File: src/hdl/fvp_pkg.sv
// Shared constants, types and helpers for the feature vector projection block.
// No dependencies; every other file in this folder uses it, apart from fvp_ram.
`timescale 1ns / 1ps

package fvp_pkg;

  localparam int IN_LENGTH  = 16;
  localparam int OUT_LENGTH = 8;

  localparam int KIND_W  = 1;
  localparam int IDX_W   = 7;
  localparam int VAL_W   = 16;
  localparam int COMP_W  = 3;
  localparam int PROJ_W  = 36;
  localparam int PROD_W  = 2 * VAL_W;

  localparam int POS_W   = (IN_LENGTH > 1) ? $clog2(IN_LENGTH) : 1;
  localparam int ROW_W   = (OUT_LENGTH > 1) ? $clog2(OUT_LENGTH) : 1;
  localparam int CNT_W   = $clog2(OUT_LENGTH + 1);
  localparam int IDX_EXT_W = 12;

  // Sums are kept exact; the accumulator never narrows below the result field.
  localparam int ACC_W = (PROD_W + $clog2(IN_LENGTH) > PROJ_W) ?
                         (PROD_W + $clog2(IN_LENGTH)) : PROJ_W;

  localparam logic [KIND_W-1:0] KIND_LOAD    = 1'b0;
  localparam logic [KIND_W-1:0] KIND_FEATURE = 1'b1;

  localparam logic [POS_W-1:0] POS_LAST = POS_W'(IN_LENGTH - 1);

  typedef logic signed [VAL_W-1:0]  val_t;
  typedef logic signed [PROD_W-1:0] prod_t;
  typedef logic signed [ACC_W-1:0]  acc_t;
  typedef logic signed [PROJ_W-1:0] proj_t;

  // Control and shared data handed from the top level to every lane.
  typedef struct packed {
    logic             adv;
    logic             ld_en;
    logic [IDX_W-1:0] ld_index;
    val_t             ld_value;
    logic [POS_W-1:0] rd_pos;
    val_t             s1_value;
    logic             s2_valid;
    logic             s2_last;
  } lane_ctrl_t;

  // Clamp an exact sum to the signed result range.
  function automatic proj_t sat_proj(input acc_t s);
    logic [ACC_W-PROJ_W:0] top_bits;
    proj_t                 res;
    top_bits = s[ACC_W-1:PROJ_W-1];
    if ((&top_bits) || !(|top_bits)) begin
      res = s[PROJ_W-1:0];
    end else if (s[ACC_W-1]) begin
      res = {1'b1, {(PROJ_W-1){1'b0}}};
    end else begin
      res = {1'b0, {(PROJ_W-1){1'b1}}};
    end
    return res;
  endfunction

endpackage

File: src/hdl/fvp_intf.sv


interface fvp_out_if;
  logic                       valid;
  logic                       ready;
  logic [fvp_pkg::COMP_W-1:0] component;
  logic signed [fvp_pkg::PROJ_W-1:0] projection;
  logic                       last_component;

  modport source (output valid, component, projection, last_component, input ready);
  modport sink   (input valid, component, projection, last_component, output ready);
endinterface

File: src/hdl/fvp_drain.sv
// Result bank: holds the finished projections of one vector and shifts them
// out one beat at a time. Depends on fvp_pkg and fvp_intf.
`timescale 1ns / 1ps

module fvp_drain (
  input  logic           clk,
  input  logic           rst_n,
  input  logic           load,
  input  fvp_pkg::proj_t data [fvp_pkg::OUT_LENGTH],
  output logic           busy,
  fvp_out_if.source      out_ch
);
  import fvp_pkg::*;

  proj_t            bank_r   [OUT_LENGTH];
  proj_t            bank_nxt [OUT_LENGTH];
  logic [CNT_W-1:0] cnt_r;
  logic [CNT_W-1:0] cnt_nxt;
  logic [ROW_W-1:0] comp_r;
  logic [ROW_W-1:0] comp_nxt;
  logic             pop;

  assign pop = out_ch.valid && out_ch.ready;

  always_comb begin
    bank_nxt = bank_r;
    cnt_nxt  = cnt_r;
    comp_nxt = comp_r;
    if (load) begin
      bank_nxt = data;
      cnt_nxt  = CNT_W'(OUT_LENGTH);
      comp_nxt = '0;
    end else if (pop) begin
      for (int i = 0; i < OUT_LENGTH - 1; i++) begin
        bank_nxt[i] = bank_r[i+1];
      end
      cnt_nxt  = cnt_r - 1'b1;
      comp_nxt = (cnt_r == CNT_W'(1)) ? '0 : comp_r + 1'b1;
    end
  end

  always_ff @(posedge clk) begin
    bank_r <= bank_nxt;
  end

  always_ff @(posedge clk) begin
    if (!rst_n) begin
      cnt_r  <= '0;
      comp_r <= '0;
    end else begin
      cnt_r  <= cnt_nxt;
      comp_r <= comp_nxt;
    end
  end

  assign busy                  = (cnt_r != '0);
  assign out_ch.valid          = busy;
  assign out_ch.component      = COMP_W'(comp_r);
  assign out_ch.projection     = bank_r[0];
  assign out_ch.last_component = (cnt_r == CNT_W'(1));

endmodule

File: src/flat_wrapper.sv
// flat-port wrapper written by rule: the top's interface ports become plain ports
module fvp_drain_flat import fvp_pkg::*;
  (clk, rst_n, load, data, busy, out_ch_valid, out_ch_component, out_ch_projection, out_ch_last_component, out_ch_ready);
  fvp_out_if out_ch_i ();
  input  logic clk;
  input  logic rst_n;
  input  logic load;
  input  fvp_pkg::proj_t data[fvp_pkg::OUT_LENGTH];
  output logic busy;
  output wire logic [$bits(out_ch_i.valid)-1:0] out_ch_valid;
  output wire logic [$bits(out_ch_i.component)-1:0] out_ch_component;
  output wire logic [$bits(out_ch_i.projection)-1:0] out_ch_projection;
  output wire logic [$bits(out_ch_i.last_component)-1:0] out_ch_last_component;
  input wire logic [$bits(out_ch_i.ready)-1:0] out_ch_ready;
  assign out_ch_valid = out_ch_i.valid;
  assign out_ch_component = out_ch_i.component;
  assign out_ch_projection = out_ch_i.projection;
  assign out_ch_last_component = out_ch_i.last_component;
  assign out_ch_i.ready = out_ch_ready;
  fvp_drain u_core (.clk(clk), .rst_n(rst_n), .load(load), .data(data), .busy(busy), .out_ch(out_ch_i));
endmodule
File: config.mk
export PLATFORM = sky130hd
export DESIGN_NAME = fvp_drain_flat
export DESIGN_NICKNAME = d
export VERILOG_FILES = /design/src/hdl/fvp_pkg.sv /design/src/hdl/fvp_intf.sv /design/src/hdl/fvp_drain.sv /design/src/flat_wrapper.sv
export SDC_FILE = /design/constraint.sdc
export NUM_CORES = 1
export LEC_CHECK = 0
export ABC_AREA = 1
export BUFFER_PORTS_ARGS = -buffer_cell sky130_fd_sc_hd__buf_2
export CORE_MARGIN = 2
export CORE_UTILIZATION = 53
export DETAILED_ROUTE_END_ITERATION = 6
export MAX_ROUTING_LAYER = met4
export PLACE_DENSITY_LB_ADDON = 0.3
export SLEW_MARGIN = 20
export SYNTH_ARGS = -nofsm -noshare
export SYNTH_HDL_FRONTEND = slang
export SYNTH_SLANG_ARGS = --single-unit
File: constraint.sdc
create_clock -name clk -period 7.6 [get_ports clk]
set_input_delay 0.38 -clock clk [delete_from_list [all_inputs] [get_ports clk]]
set_output_delay 0.38 -clock clk [all_outputs]
set_load 0.1 [all_outputs]
; ---- Word-level counts from Yosys, hierarchy flattened
; Cells that the tools add are included.
[totals]
ff_bits = 295
out_inout_bits = 42
wordCells = 24
[op_classes]
n_addsub = 2
n_eq_ne = 1
muxes = 5
n_bitwise = 1
n_reduce_logical = 4
[op_table]
columns = op, n
row1 = 252-bit two-way mux, 2
row2 = 4-bit two-way mux, 2
row3 = "4-bit by 1-bit equality test with 1-bit output, second input constant", 1
row4 = 4-bit nonzero test, 1
row5 = "4-bit by 1-bit subtractor with 4-bit output, second input constant", 1
row6 = "3-bit by 1-bit adder with 3-bit output, second input constant", 1
row7 = 3-bit two-way mux, 1
row8 = 2-bit nonzero test, 1
row9 = 2-bit OR reduction, 1
row10 = 1-bit logical AND, 1
row11 = 1-bit inverter, 1

; ---- Logic depth before layout (Yosys ltp)
[depth]
word_depth = 4
mapped_depth = 8

; ---- Worst setup path before layout
; No wires, ideal clock.
[synth_path]
kind = register to register
startpoint = register u_core.cnt_r[0]
endpoint = register u_core.bank_r[100] in the netlist's numbering, enable pin
setup_ps = 1935
arrival_time_ps = 5167
setup_slack_ps = 498
stages_incl_launch_ff = 6
path_buffers = 0
synth_period_minus_slack_ps = 7102
path_cell_list = dfxtp_1 inv_1 ha_1 nand2_4 nand2_4 nand2_1
[synth_via]
elab_chain_len = 3
[synth_rtl]
columns = element, line_no
row1 = "start, declared", fvp_drain.sv:17  ; logic [CNT_W-1:0] cnt_r;
row2 = "start signal, assigned", fvp_drain.sv:51  ; cnt_r <= cnt_nxt;
row3 = 4-bit nonzero test, fvp_drain.sv:56  ; assign busy = (cnt_r != '0);
row4 = named net busy, flat_wrapper.sv:9  ; output logic busy;
row5 = 1-bit logical AND, fvp_drain.sv:23  ; assign pop = out_ch.valid && out_ch.ready;
row6 = 2-bit nonzero test (no line), n/a
row7 = "end signal, assigned", fvp_drain.sv:43  ; bank_r <= bank_nxt;
row8 = "end, declared", fvp_drain.sv:15  ; proj_t bank_r [OUT_LENGTH];
; The timed path passes the listed nets, and every way through them passes these cells.
; A chain may end at the register's enable or synchronous reset.

; ---- Worst setup path in the final report
[layout_path]
startpoint = register u_core.cnt_r[0]
endpoint = register u_core.bank_r[100] in the netlist's numbering, enable pin
[layout_via]
elab_chain_len = 3
[layout_rtl]
columns = element, line_no
row1 = 4-bit nonzero test, fvp_drain.sv:56
row2 = 1-bit logical AND, fvp_drain.sv:23
row3 = 2-bit nonzero test (no line), n/a
; Every way passes these cells.

==> out/metrics.yaml <==
floorplan:
  core_mm2: 0.0233
  initial_core_util_pct: 53.5
  die-width_um: 158
  fp.dieH_um: 158
  rows: 56
  die_area_mm2: 0.0248
  io-pin-count: 334
cts:
  clockBufferDepth: 3
  cts_max_level: 1
  clock_latency_ps: 540
  cts_resized: 0
  clockRootBuffer: "clkbuf_16"
  numCtsBuffers: 30
  cts_sinks: 295
  cts_tree: "built"
  cts_setup_buffers: 0
  clk_pin_slew_ps: 60
cells_and_area:
  stdcell_area_mm2: 0.0154
  drive_gt1_share_pct: 26.0
  final_cell_mix: "765 x nand2_1, 332 x buf_2, 288 x edfxtp_1, 35 x dlygate4sd3_1, 31 x clkbuf_16"
  syn_to_final_growth_pct: 23.5
  num-nets-final: 1800
  final_common_cell: "nand2_1"
  utilization_pct: 66.1
  final_cells: 1850
run:
  drv_cap: 0
timing:
  fin_ws_ps: 4630
  rsz0062_at_grt: "no"
  finalCriticalPeriod_ps: 2970
  fin_crit_sh_pct: 39.1
  hold_viol_final: 0
  tightest_slew_ps: 1030
  finalSetupViolCount: 0
  maxSlewViolCount: 0
  setup_tns_ps: 0
  finClkSkew_ps: 8.00
  worst_hold_slack_ps: 52.2
  max_freq_ghz: 0.337
  relSlewSlack_pct: 31.5
setup_path:
  crit_slowest_cell: "buf_4"
  worst-setup-path-type: "register to register"
  critical_path.max_stage_delay_ps: 860
  critPathRequiredTime_ps: 7760
  end_kind: "register"
  path_cells: "inv_1, ha_1, nand2_4, nand2_4, nand2_4, buf_4"
  cpMostUsedCell: "nand2_4"
  critPathLaunchType: "register"
  cp.arrival_ps: 3130
  path_max_fanout: 77
placement:
  numPlacedInstances: 1756
  gp_congestion: 0.822
  pre_cts_ws_ps: 4090
  numPortBuffers: 333
  place_area_mm2: 0.0140
  dp_hpwl_um: 16400
power_and_ir_drop:
  ir_drop_uv: 298
  p_total_mw: 4.09
  power_density_mw_per_mm2: 265
  p_leak_nw: 7.33
drt:
  top_layer: "met4"
  drtAntennaViolNets: 0
  dr_total_vias: 8686
  routed_wl_um: 25800
  wl_met2_um: 12700
  wl_met3_um: 1800
  dr.pass1.iters: 5
  drt-initial-drc-count: 600
  drc: 0
  routedWlPerCell_um: 13.9
  drt-met1-wl_um: 10700
  post_drt_via_cell_ratio: 4.70
global_route:
  antenna_found_initial: 3
  grt_pass1_vias: 8348
  grt_pass1_wl_um: 39400
  grt_max_degree: 150
  grt.total_usage_pct: 20.7
  grt-ovfl-total: 0
logic_synthesis:
  ys_types: 21
  synth-simple-area-share_pct: 23.7
  synth_top_family_by_area: "simple AND/OR/NAND/NOR gates"
  synth_compound_area_share_pct: 0.481
  netlist_area_mm2: 0.0125
  synth_top_cell_area_share_pct: 69.2
  muxShareOfSynthArea_pct: 0
  synthAdderAreaFrac_pct: 0.401
  postSynthCellCount: 1191
  synth.area.top_cells: "edfxtp_1 69%, nand2_1 23%, buf_4 3.1%"
  yosys.area.top_type: "edfxtp_1"
  yosysSeqAreaShare_pct: 70.4
  ys_ff_latch: 295
  synth_xor_area_share_pct: 0.0701
  syn_avg_cell_area_um2: 10.5
  syn-num-nets: 1487
  yosysWarnings: 0
outcome:
  status: "finished clean"
worst_hold_path:
  hold_path_class: "input pin to register"
## cell usage after synthesis
cell / n
edfxtp_1: 288
buf_2: 35
clkbuf_1: 5
inv_2: 1
nor2_4: 1
inv_1: 8
nand2_1: 766
ha_1: 4
a21oi_1: 4
or2_0: 1
xor2_1: 1
buf_4: 51
a21oi_4: 1
nor2_1: 3
dfxtp_1: 7
nand2_4: 2
buf_1: 2
nor3_2: 1
o21ai_1: 3
a21oi_2: 1
nand3_1: 6
## logic make-up (layout without fill, tap and decap cells)
kind of cell / after synthesis / after routing
buffers and inverters: 102 / 439
adders and majority gates: 4 / 4
and+or+nand+nor: 780 / 780
xor gates and xnor gates: 1 / 1
other: 0 / 3
DFF: 295 / 295
AOI/OAI and AO/OA: 9 / 9
## final cells by class
| class | count | area, µm² |
|---|---|---|
| Tap cell | 319 | 399 |
| Antenna cell | 3 | 7.51 |
| Sequential cell | 295 | 8790 |
| Clock inverter | 23 | 248 |
| Inverter | 9 | 41.3 |
| Multi-Input combinational cell | 794 | 3090 |
| Fill cell | 1825 | 7900 |
| Clock buffer | 33 | 783 |
| Timing Repair Buffer | 374 | 2070 |
## layer usage
layer	vias to the layer above	GRT usage [%]
met4	0	5.97
met3	39	3.99
met1	3866	24.7
met2	337	36.0
met5	-	-
li1	4444	-
## registers in the layout, indices dropped and copies added, names as in the netlist
register                  cells
u_core.bank_r               252
u_core.out_ch.projection     36
u_core.out_ch.component       3
u_core.cnt_r                  4
## worst max-delay path: cells and delay by family (launching register included)
family | cells | cell delay, ps
buffers and inverters | 2 | 970
and+or+nand+nor | 3 | 910
DFF | 1 | 340
adders and majority gates | 1 | 300
## where the power goes
| group | switching [mW] | internal (mW) | total [mW] |
|---|---|---|---|
| clock | 0.594 | 0.912 | 1.51 |
| sequential | 0.0449 | 2.00 | 2.05 |
| combinational | 0.386 | 0.147 | 0.533 |
## path summary, 6_finish.rpt
kind,end,cells past startpoint,slack [ps],from
worst max-delay path,u_core.bank_r[100],6,4630,u_core.cnt_r[0]
worst min-delay path,u_core.bank_r[5],1,50,data[5]
worst max register to register,u_core.bank_r[100],6,4630,u_core.cnt_r[0]
worst min register to register,u_core.out_ch.component[2],2,500,u_core.out_ch.component[2]
## what timing repair did
action	4_1_cts	5_1_grt
setup endpoints to repair	0	0
hold buffers	35	0
endpoints found under the hold margin	35	0
Note: power is estimated with default switching activity, not from simulation.
