$ cat config.mk
export PLATFORM = sky130hd
export DESIGN_NAME = fvp_lane
export DESIGN_NICKNAME = d
export VERILOG_FILES = /design/src/hdl/fvp_pkg.sv /design/src/hdl/fvp_ram.sv /design/src/hdl/fvp_lane.sv
export SDC_FILE = /design/constraint.sdc
export NUM_CORES = 1
export LEC_CHECK = 0
export BUFFER_PORTS_ARGS = -buffer_cell sky130_fd_sc_hd__buf_2
export CAP_MARGIN = 15
export CORE_MARGIN = 2
export CORE_UTILIZATION = 58
export CTS_CLUSTER_DIAMETER = 200
export CTS_CLUSTER_SIZE = 30
export DETAILED_ROUTE_END_ITERATION = 8
export GPL_ROUTABILITY_DRIVEN = 0
export PLACE_DENSITY = 0.75
export SYNTH_ARGS = -nofsm -noshare
export SYNTH_HDL_FRONTEND = slang
export SYNTH_HIERARCHICAL = 1
export SYNTH_SLANG_ARGS = --single-unit
$ cat constraint.sdc
create_clock -name clk -period 18.3 [get_ports clk]
set_input_delay 0.915 -clock clk [delete_from_list [all_inputs] [get_ports clk]]
set_output_delay 0.915 -clock clk [all_outputs]
set_load 0.02 [all_outputs]
$ cat src/hdl/fvp_pkg.sv
// Shared constants, types and helpers for the feature vector projection block.
// No dependencies; every other file in this folder uses it, apart from fvp_ram.
`timescale 1ns / 1ps

package fvp_pkg;

  localparam int IN_LENGTH  = 16;
  localparam int OUT_LENGTH = 8;

  localparam int KIND_W  = 1;
  localparam int IDX_W   = 7;
  localparam int VAL_W   = 16;
  localparam int COMP_W  = 3;
  localparam int PROJ_W  = 36;
  localparam int PROD_W  = 2 * VAL_W;

  localparam int POS_W   = (IN_LENGTH > 1) ? $clog2(IN_LENGTH) : 1;
  localparam int ROW_W   = (OUT_LENGTH > 1) ? $clog2(OUT_LENGTH) : 1;
  localparam int CNT_W   = $clog2(OUT_LENGTH + 1);
  localparam int IDX_EXT_W = 12;

  // Sums are kept exact; the accumulator never narrows below the result field.
  localparam int ACC_W = (PROD_W + $clog2(IN_LENGTH) > PROJ_W) ?
                         (PROD_W + $clog2(IN_LENGTH)) : PROJ_W;

  localparam logic [KIND_W-1:0] KIND_LOAD    = 1'b0;
  localparam logic [KIND_W-1:0] KIND_FEATURE = 1'b1;

  localparam logic [POS_W-1:0] POS_LAST = POS_W'(IN_LENGTH - 1);

  typedef logic signed [VAL_W-1:0]  val_t;
  typedef logic signed [PROD_W-1:0] prod_t;
  typedef logic signed [ACC_W-1:0]  acc_t;
  typedef logic signed [PROJ_W-1:0] proj_t;

  // Control and shared data handed from the top level to every lane.
  typedef struct packed {
    logic             adv;
    logic             ld_en;
    logic [IDX_W-1:0] ld_index;
    val_t             ld_value;
    logic [POS_W-1:0] rd_pos;
    val_t             s1_value;
    logic             s2_valid;
    logic             s2_last;
  } lane_ctrl_t;

  // Clamp an exact sum to the signed result range.
  function automatic proj_t sat_proj(input acc_t s);
    logic [ACC_W-PROJ_W:0] top_bits;
    proj_t                 res;
    top_bits = s[ACC_W-1:PROJ_W-1];
    if ((&top_bits) || !(|top_bits)) begin
      res = s[PROJ_W-1:0];
    end else if (s[ACC_W-1]) begin
      res = {1'b1, {(PROJ_W-1){1'b0}}};
    end else begin
      res = {1'b0, {(PROJ_W-1){1'b1}}};
    end
    return res;
  endfunction

endpackage

$ cat src/hdl/fvp_ram.sv
// Generic single-port-write, single-port-read memory with registered read data.
// No package dependencies.
`timescale 1ns / 1ps

module fvp_ram #(
  parameter int DEPTH = 16,
  parameter int WIDTH = 16
) (
  input  logic                     clk,
  input  logic                     wr_en,
  input  logic [$clog2(DEPTH)-1:0] wr_addr,
  input  logic [WIDTH-1:0]         wr_data,
  input  logic                     rd_en,
  input  logic [$clog2(DEPTH)-1:0] rd_addr,
  output logic [WIDTH-1:0]         rd_data
);

  logic [WIDTH-1:0] mem [DEPTH];
  logic [WIDTH-1:0] rd_data_r;

  always_ff @(posedge clk) begin
    if (wr_en) begin
      mem[wr_addr] <= wr_data;
    end
  end

  always_ff @(posedge clk) begin
    if (rd_en) begin
      rd_data_r <= mem[rd_addr];
    end
  end

  assign rd_data = rd_data_r;

endmodule

$ cat src/hdl/fvp_lane.sv
// One basis row: its coefficient memory, a registered multiplier and the
// row accumulator. Depends on fvp_pkg and fvp_ram.
`timescale 1ns / 1ps

module fvp_lane (
  input  logic               clk,
  input  logic               rst_n,
  input  logic [fvp_pkg::ROW_W-1:0] row,
  input  fvp_pkg::lane_ctrl_t ctrl,
  output fvp_pkg::proj_t     proj
);
  import fvp_pkg::*;

  logic [IDX_EXT_W-1:0] idx_ext;
  logic [IDX_EXT_W-1:0] base;
  logic [IDX_EXT_W-1:0] offs;
  logic                 hit;
  logic [VAL_W-1:0]     coeff;
  prod_t                prod_r;
  prod_t                prod_nxt;
  acc_t                 acc_r;
  acc_t                 acc_nxt;
  acc_t                 sum;

  // A load lands in this row when its address falls inside the row's span.
  assign idx_ext = IDX_EXT_W'(ctrl.ld_index);
  assign base    = IDX_EXT_W'(row) * IDX_EXT_W'(IN_LENGTH);
  assign offs    = idx_ext - base;
  assign hit     = (idx_ext >= base) && (offs < IDX_EXT_W'(IN_LENGTH));

  fvp_ram #(
    .DEPTH(IN_LENGTH),
    .WIDTH(VAL_W)
  ) u_ram (
    .clk    (clk),
    .wr_en  (ctrl.ld_en && hit),
    .wr_addr(offs[POS_W-1:0]),
    .wr_data(ctrl.ld_value),
    .rd_en  (ctrl.adv),
    .rd_addr(ctrl.rd_pos),
    .rd_data(coeff)
  );

  assign prod_nxt = $signed(coeff) * ctrl.s1_value;
  assign sum      = acc_r + {{(ACC_W-PROD_W){prod_r[PROD_W-1]}}, prod_r};

  always_comb begin
    acc_nxt = acc_r;
    if (ctrl.adv && ctrl.s2_valid) begin
      acc_nxt = ctrl.s2_last ? '0 : sum;
    end
  end

  always_ff @(posedge clk) begin
    if (ctrl.adv) begin
      prod_r <= prod_nxt;
    end
  end

  always_ff @(posedge clk) begin
    if (!rst_n) begin
      acc_r <= '0;
    end else begin
      acc_r <= acc_nxt;
    end
  end

  assign proj = sat_proj(sum);

endmodule

Word level (Yosys, flattened, before mapping)
Memory sizes are Yosys's and may differ from the RTL's. A register that Yosys moved wholly into a read port is not among the register bits. Cells that the tools add are included.

Bits in writable memories: 256. Logic and storage cells: 14. Memories kept: 1. Bits in registers: 68. Output and inout port bits: 36.

Reduce and logical (&&, ||, !) cells: 3. Order comparisons: 2. Multiply operators: 1. $add $sub $neg: 2. Mux-type cells: 3.

Memory list: u_ram.mem (depth 16, width 16, rd ports 1, clocked after Yosys merged registers in 1, wr ports 1, RTL line fvp_ram.sv:18) `logic [WIDTH-1:0] mem [DEPTH];`.

Operator list (count): 36-bit adder (1); 36-bit two-way mux (1); 16-bit by 16-bit multiplier with 32-bit output (1); 12-bit by 5-bit < comparator with 1-bit output, second input constant (1); 7-bit by 7-bit subtractor with 8-bit output (1); 7-bit greater-or-equal comparator (1); 1-bit logical AND (3); 1-bit two-way mux (2).

Longest topological paths before layout
Depth in word-level cells: 6. Depth in mapped cells: 24. Mapped depth without buffers: 23.

By module
Netlist, hierarchy kept.

By module, submodules not included: fvp_lane (cells an instance 1515, times used 1, area an instance 14111.0 µm², seq. area each 1681.6 µm²); fvp_ram (cells an instance 432, times used 1, area an instance 10203.5 µm², seq. area each 8167.8 µm²).

Worst setup path after synthesis
No wires, ideal clock.

Path type: input port to flip-flop. From: input ctrl[3] in the netlist's numbering. To: register prod_r[31] (data pin). Path slack: 11775 ps. Arrival: 6265 ps. Cell stages on the path: 19. Library setup time: 260 ps. Buffers on the path: 1. Cells stage by stage: clkbuf_1 -> nand2_1 -> inv_1 -> fa_1 -> fa_1 -> fa_1 -> fa_1 -> fa_1 -> inv_1 -> fa_1 -> inv_1 -> ha_1 -> a211oi_1 -> a21oi_1 -> a21o_1 -> a2111oi_0 -> o21bai_1 -> a21oi_1 -> xnor2_1.

Cells in the longest elaborated chain, start to end: 1.

RTL lines: start: declaration (RTL line fvp_lane.sv:9) `input fvp_pkg::lane_ctrl_t ctrl,`; 16-bit by 16-bit multiplier with 32-bit output (RTL line fvp_lane.sv:44) `assign prod_nxt = $signed(coeff) * ctrl.s1_value;`; net prod_nxt[31] (RTL line fvp_lane.sv:20) `prod_t prod_nxt;`; end signal: assignment (RTL line fvp_lane.sv:56) `prod_r <= prod_nxt;`; end: declaration (RTL line fvp_lane.sv:19) `prod_t prod_r;`.

The timed path passes the listed nets, and every way through them passes these cells. A chain may end at the register's enable or synchronous reset.

Final worst setup path
From: register u_ram.rd_data_r[15] (netlist: u_ram/rd_data[15]), read port of u_ram.mem. To: register prod_r[30] (data pin).

Cells in the longest elaborated chain, start to end: 1.

RTL lines: start: declaration (RTL line fvp_ram.sv:19) `logic [WIDTH-1:0] rd_data_r;`; 16-bit by 16-bit multiplier with 32-bit output (RTL line fvp_lane.sv:44); net prod_nxt[30] (RTL line fvp_lane.sv:20).

The timed path passes the listed nets, and every way through them passes these cells.

==> flow_metrics.env <==
export IMPL_status="complete, no violations"
export IMPL_synth_cells=1947
export IMPL_pre_cts_ws_ns=11.19
export IMPL_max_freq_mhz=147
export IMPL_rsz0062_at_grt="no"
export IMPL_cts_max_level=1
export IMPL_ys_warn_count=6
export IMPL_synth_flop_cell="edfxtp_1"
export IMPL_grt_overflow=0
export IMPL_synthArstFlopShare_pct=0
export IMPL_layout_drive_gt1_share_pct=10.2
export IMPL_crit_arrival_ns=7.09
export IMPL_clk_pin_slew_ns=0.12
export IMPL_insertion_delay_ns=0.51
export IMPL_reg2reg_slack_ns=11.50
export IMPL_grtUsageTotal_pct=25.2
export IMPL_cts_root_buf="clkbuf_16"
export IMPL_netlist_area_mm2=0.0243
export IMPL_skew_ns=0.0170
export IMPL_cts_max_path_buffers=3
export IMPL_synth_area_per_cell_um2=12.5
export IMPL_reg2reg_depth=19
export IMPL_drt_iter0_drc=1534
export IMPL_port_buffers=87
export IMPL_grt_max_degree=65
export IMPL_postCtsSetupBuffers=0
export IMPL_dieWidth_um=209
export IMPL_fin_ws_ns=11.50
export IMPL_tritoncts="done"
export IMPL_critical_path_class="register to register"
export IMPL_synth_cell_type_count=68
export IMPL_worst_setup_path_end_kind="register"
export IMPL_antenna_found_initial=3
export IMPL_drv_cap=0
export IMPL_ioPinCount=88
export IMPL_wl_per_cell_um=20.8
export IMPL_via_per_inst=5.99
export IMPL_slew_violations=0
export IMPL_hold_viol_final=0
export IMPL_period_share_pct=37.2
export IMPL_final_antenna_net_count=0
export IMPL_hold_start="acc_r[30]$_SDFFE_PN0P_"
export IMPL_grt_pass1_vias=16187
export IMPL_worstReg2RegStart="u_ram/rd_data[15]$_DFFE_PP_"
export IMPL_ys_ff_latch=340
export IMPL_final_nets=2434
export IMPL_syn2layout_area_growth_pct=5.66
export IMPL_final_util_pct=61.7
export IMPL_slew_limit_headroom_pct=24.0
export IMPL_hold_ws_ns=0.474
export IMPL_start_kind="register"
export IMPL_holdBufCountCts=0
export IMPL_fp_coreArea_mm2=0.0417
export IMPL_tns_ns=0
export IMPL_nFillCells=3205
export IMPL_ctsResizeCount=0
export IMPL_min_period_ns=6.80
export IMPL_tightest_slew_ns=1.14
export IMPL_required_ns=18.59
export IMPL_cts_sinks=340
export IMPL_synth_edf_count=304
export IMPL_hold_class="register to register"
export IMPL_synth_seq_area_share_pct=40.5
export IMPL_r2r_end="prod_r[30]$_DFFE_PP_"
export IMPL_vias=15231
export IMPL_die_area_mm2=0.0436
export IMPL_syn_nets=2383
export IMPL_fp_dieH_um=209
export IMPL_wl_um=52800
export IMPL_setup_viol=0
export IMPL_drt_pass1_iter_count=7
export IMPL_grt_pass1_wl_um=85900
export IMPL_cts_buffers=15
export IMPL_cp_max_fo=16
export IMPL_fp_row_count=75
export IMPL_holdPathEnd="acc_r[30]$_SDFFE_PN0P_"
export IMPL_hold_depth=2
export IMPL_dp_final_hpwl_um=37700
export IMPL_drc_errors=0
export IMPL_initial_core_util_pct=58.4
-- layout by cell type, fill, tap and decap left out, types with 10 or more instances in the layout --
cell	count
nor2b_1	29
nor3_1	15
xnor2_1	50
a21o_1	28
dfxtp_1	36
ha_1	120
o21ai_0	23
mux4_2	54
and2_1	125
edfxtp_1	304
nand2_1	172
xor2_1	20
a21oi_1	47
fa_1	264
buf_4	24
o21ai_1	12
mux4_1	10
inv_1	300
o21a_1	12
clkbuf_16	15
a22oi_1	55
buf_2	86
nand3_1	18
nor2_1	53
nand2b_1	11
-- worst max-delay path by stage --
stage / startpoint / to / slack (ns) / depth (start not counted)
2_1_floorplan: ctrl[3] / prod_r[31]$_DFFE_PP_ / 11.77 / 19
3_5_place_dp: ctrl[3] / prod_r[31]$_DFFE_PP_ / 11.19 / 19
6_report: u_ram/rd_data[15]$_DFFE_PP_ / prod_r[30]$_DFFE_PP_ / 11.50 / 19
4_1_cts: u_ram/rd_data[15]$_DFFE_PP_ / prod_r[31]$_DFFE_PP_ / 11.55 / 18
3_3_place_gp: ctrl[3] / prod_r[31]$_DFFE_PP_ / 11.31 / 19
5_1_grt: u_ram/rd_data[15]$_DFFE_PP_ / prod_r[30]$_DFFE_PP_ / 11.16 / 19
-- layout make-up --
cell class                      count  area, µm²  area share (%)
Clock buffer                       19        390            1.52
Antenna cell                        1       2.50         0.00974
Tap cell                          539        674            2.63
Multi-Input combinational cell   1231      13000            50.6
Timing Repair Buffer              110        611            2.38
Sequential cell                   340       9850            38.3
Clock inverter                      2       28.8           0.112
Inverter                          300       1130            4.38
-- layer usage --
layer	vias to the layer above	global-route usage, %	share of wire (%)
met5	-	0	0.027
met4	4	6.70	2.5
met3	90	3.98	8.0
met2	624	42.5	49
met1	7787	34.6	41
li1	6726	-	-
-- state kept, by name, indices dropped and copies added, names as in the netlist --
name	cells
u_ram/mem	256
acc_r	36
prod_r	32
u_ram/rd_data	16
-- kinds of logic (layout without fill, tap and decap cells) --
kind of cell | count (synthesis) | in the layout | synth area share (%)
flops | 340 | 340 | 40.5
mux | 66 | 66 | 6.16
other cells | 0 | 1 | 0
fa+ha+maj | 384 | 384 | 27.9
buf+inv | 376 | 431 | 6.08
compound gates | 254 | 254 | 7.45
xor+xnor | 70 | 70 | 2.52
simple gates | 457 | 457 | 9.36
-- worst max-delay path, stage by stage, from the launching register on --
cell,delay (ns)
edfxtp_1,0.81
nand2_1,0.20
inv_1,0.16
fa_1,0.58
fa_1,0.97
fa_1,0.54
fa_1,0.50
fa_1,0.49
inv_1,0.05
fa_1,0.48
inv_1,0.05
ha_1,0.39
nand2_1,0.12
nor3_1,0.31
a22o_1,0.19
a31oi_1,0.06
a31oi_1,0.29
a21o_1,0.15
a21oi_1,0.07
xnor2_1,0.14
-- metrics by stage --
stage / instances / instance area (µm²)
after CTS: 2541 / 25700
after floorplan: 1947 / 24300
after global routing: 2542 / 25700
final: 2542 / 25700
after global placement: 2520 / 25300
after detailed placement: 2520 / 25300
-- cells in the mapped netlist, types with 3 or more instances --
cell      number  area, µm²
xnor2_1       50        438
and2_1       125        782
nor3_1        19       95.1
xor2_1        20        175
buf_2          3       15.0
a22oi_1       55        413
nor4_1         3       18.8
nor2b_1       29        181
dfxtp_1       36        721
a31o_2         3       26.3
buf_4          3       22.5
a21oi_2        4       35.0
a32o_1         5       50.1
nand2b_1      11       68.8
a22o_1         3       26.3
o21bai_1       6       45.0
o21ai_0       23        115
a21oi_1       47        235
a21o_1        28        210
clkbuf_1      59        221
mux4_2        54       1220
nand3_1       18       90.1
nand4_1        6       37.5
and3_1         3       18.8
a211oi_1       8       60.1
o31ai_1        4       30.0
edfxtp_1     304       9130
inv_1        300       1130
o211ai_1       7       52.6
fa_1         264       5290
o21ai_1       12       60.1
mux4_1        10        263
nand2_1      172        646
a211o_1        3       26.3
a31oi_1        5       31.3
buf_6          7       78.8
ha_1         120       1500
buf_1          4       15.0
a21oi_4        3       48.8
nor2_1        54        203
nand4b_1       5       43.8
o21a_1        12       90.1
nand3b_1       5       37.5
Power is left out: the tool's default activity adds up to more than one toggle a clock period on the data nets, which glitch-free logic cannot reach.
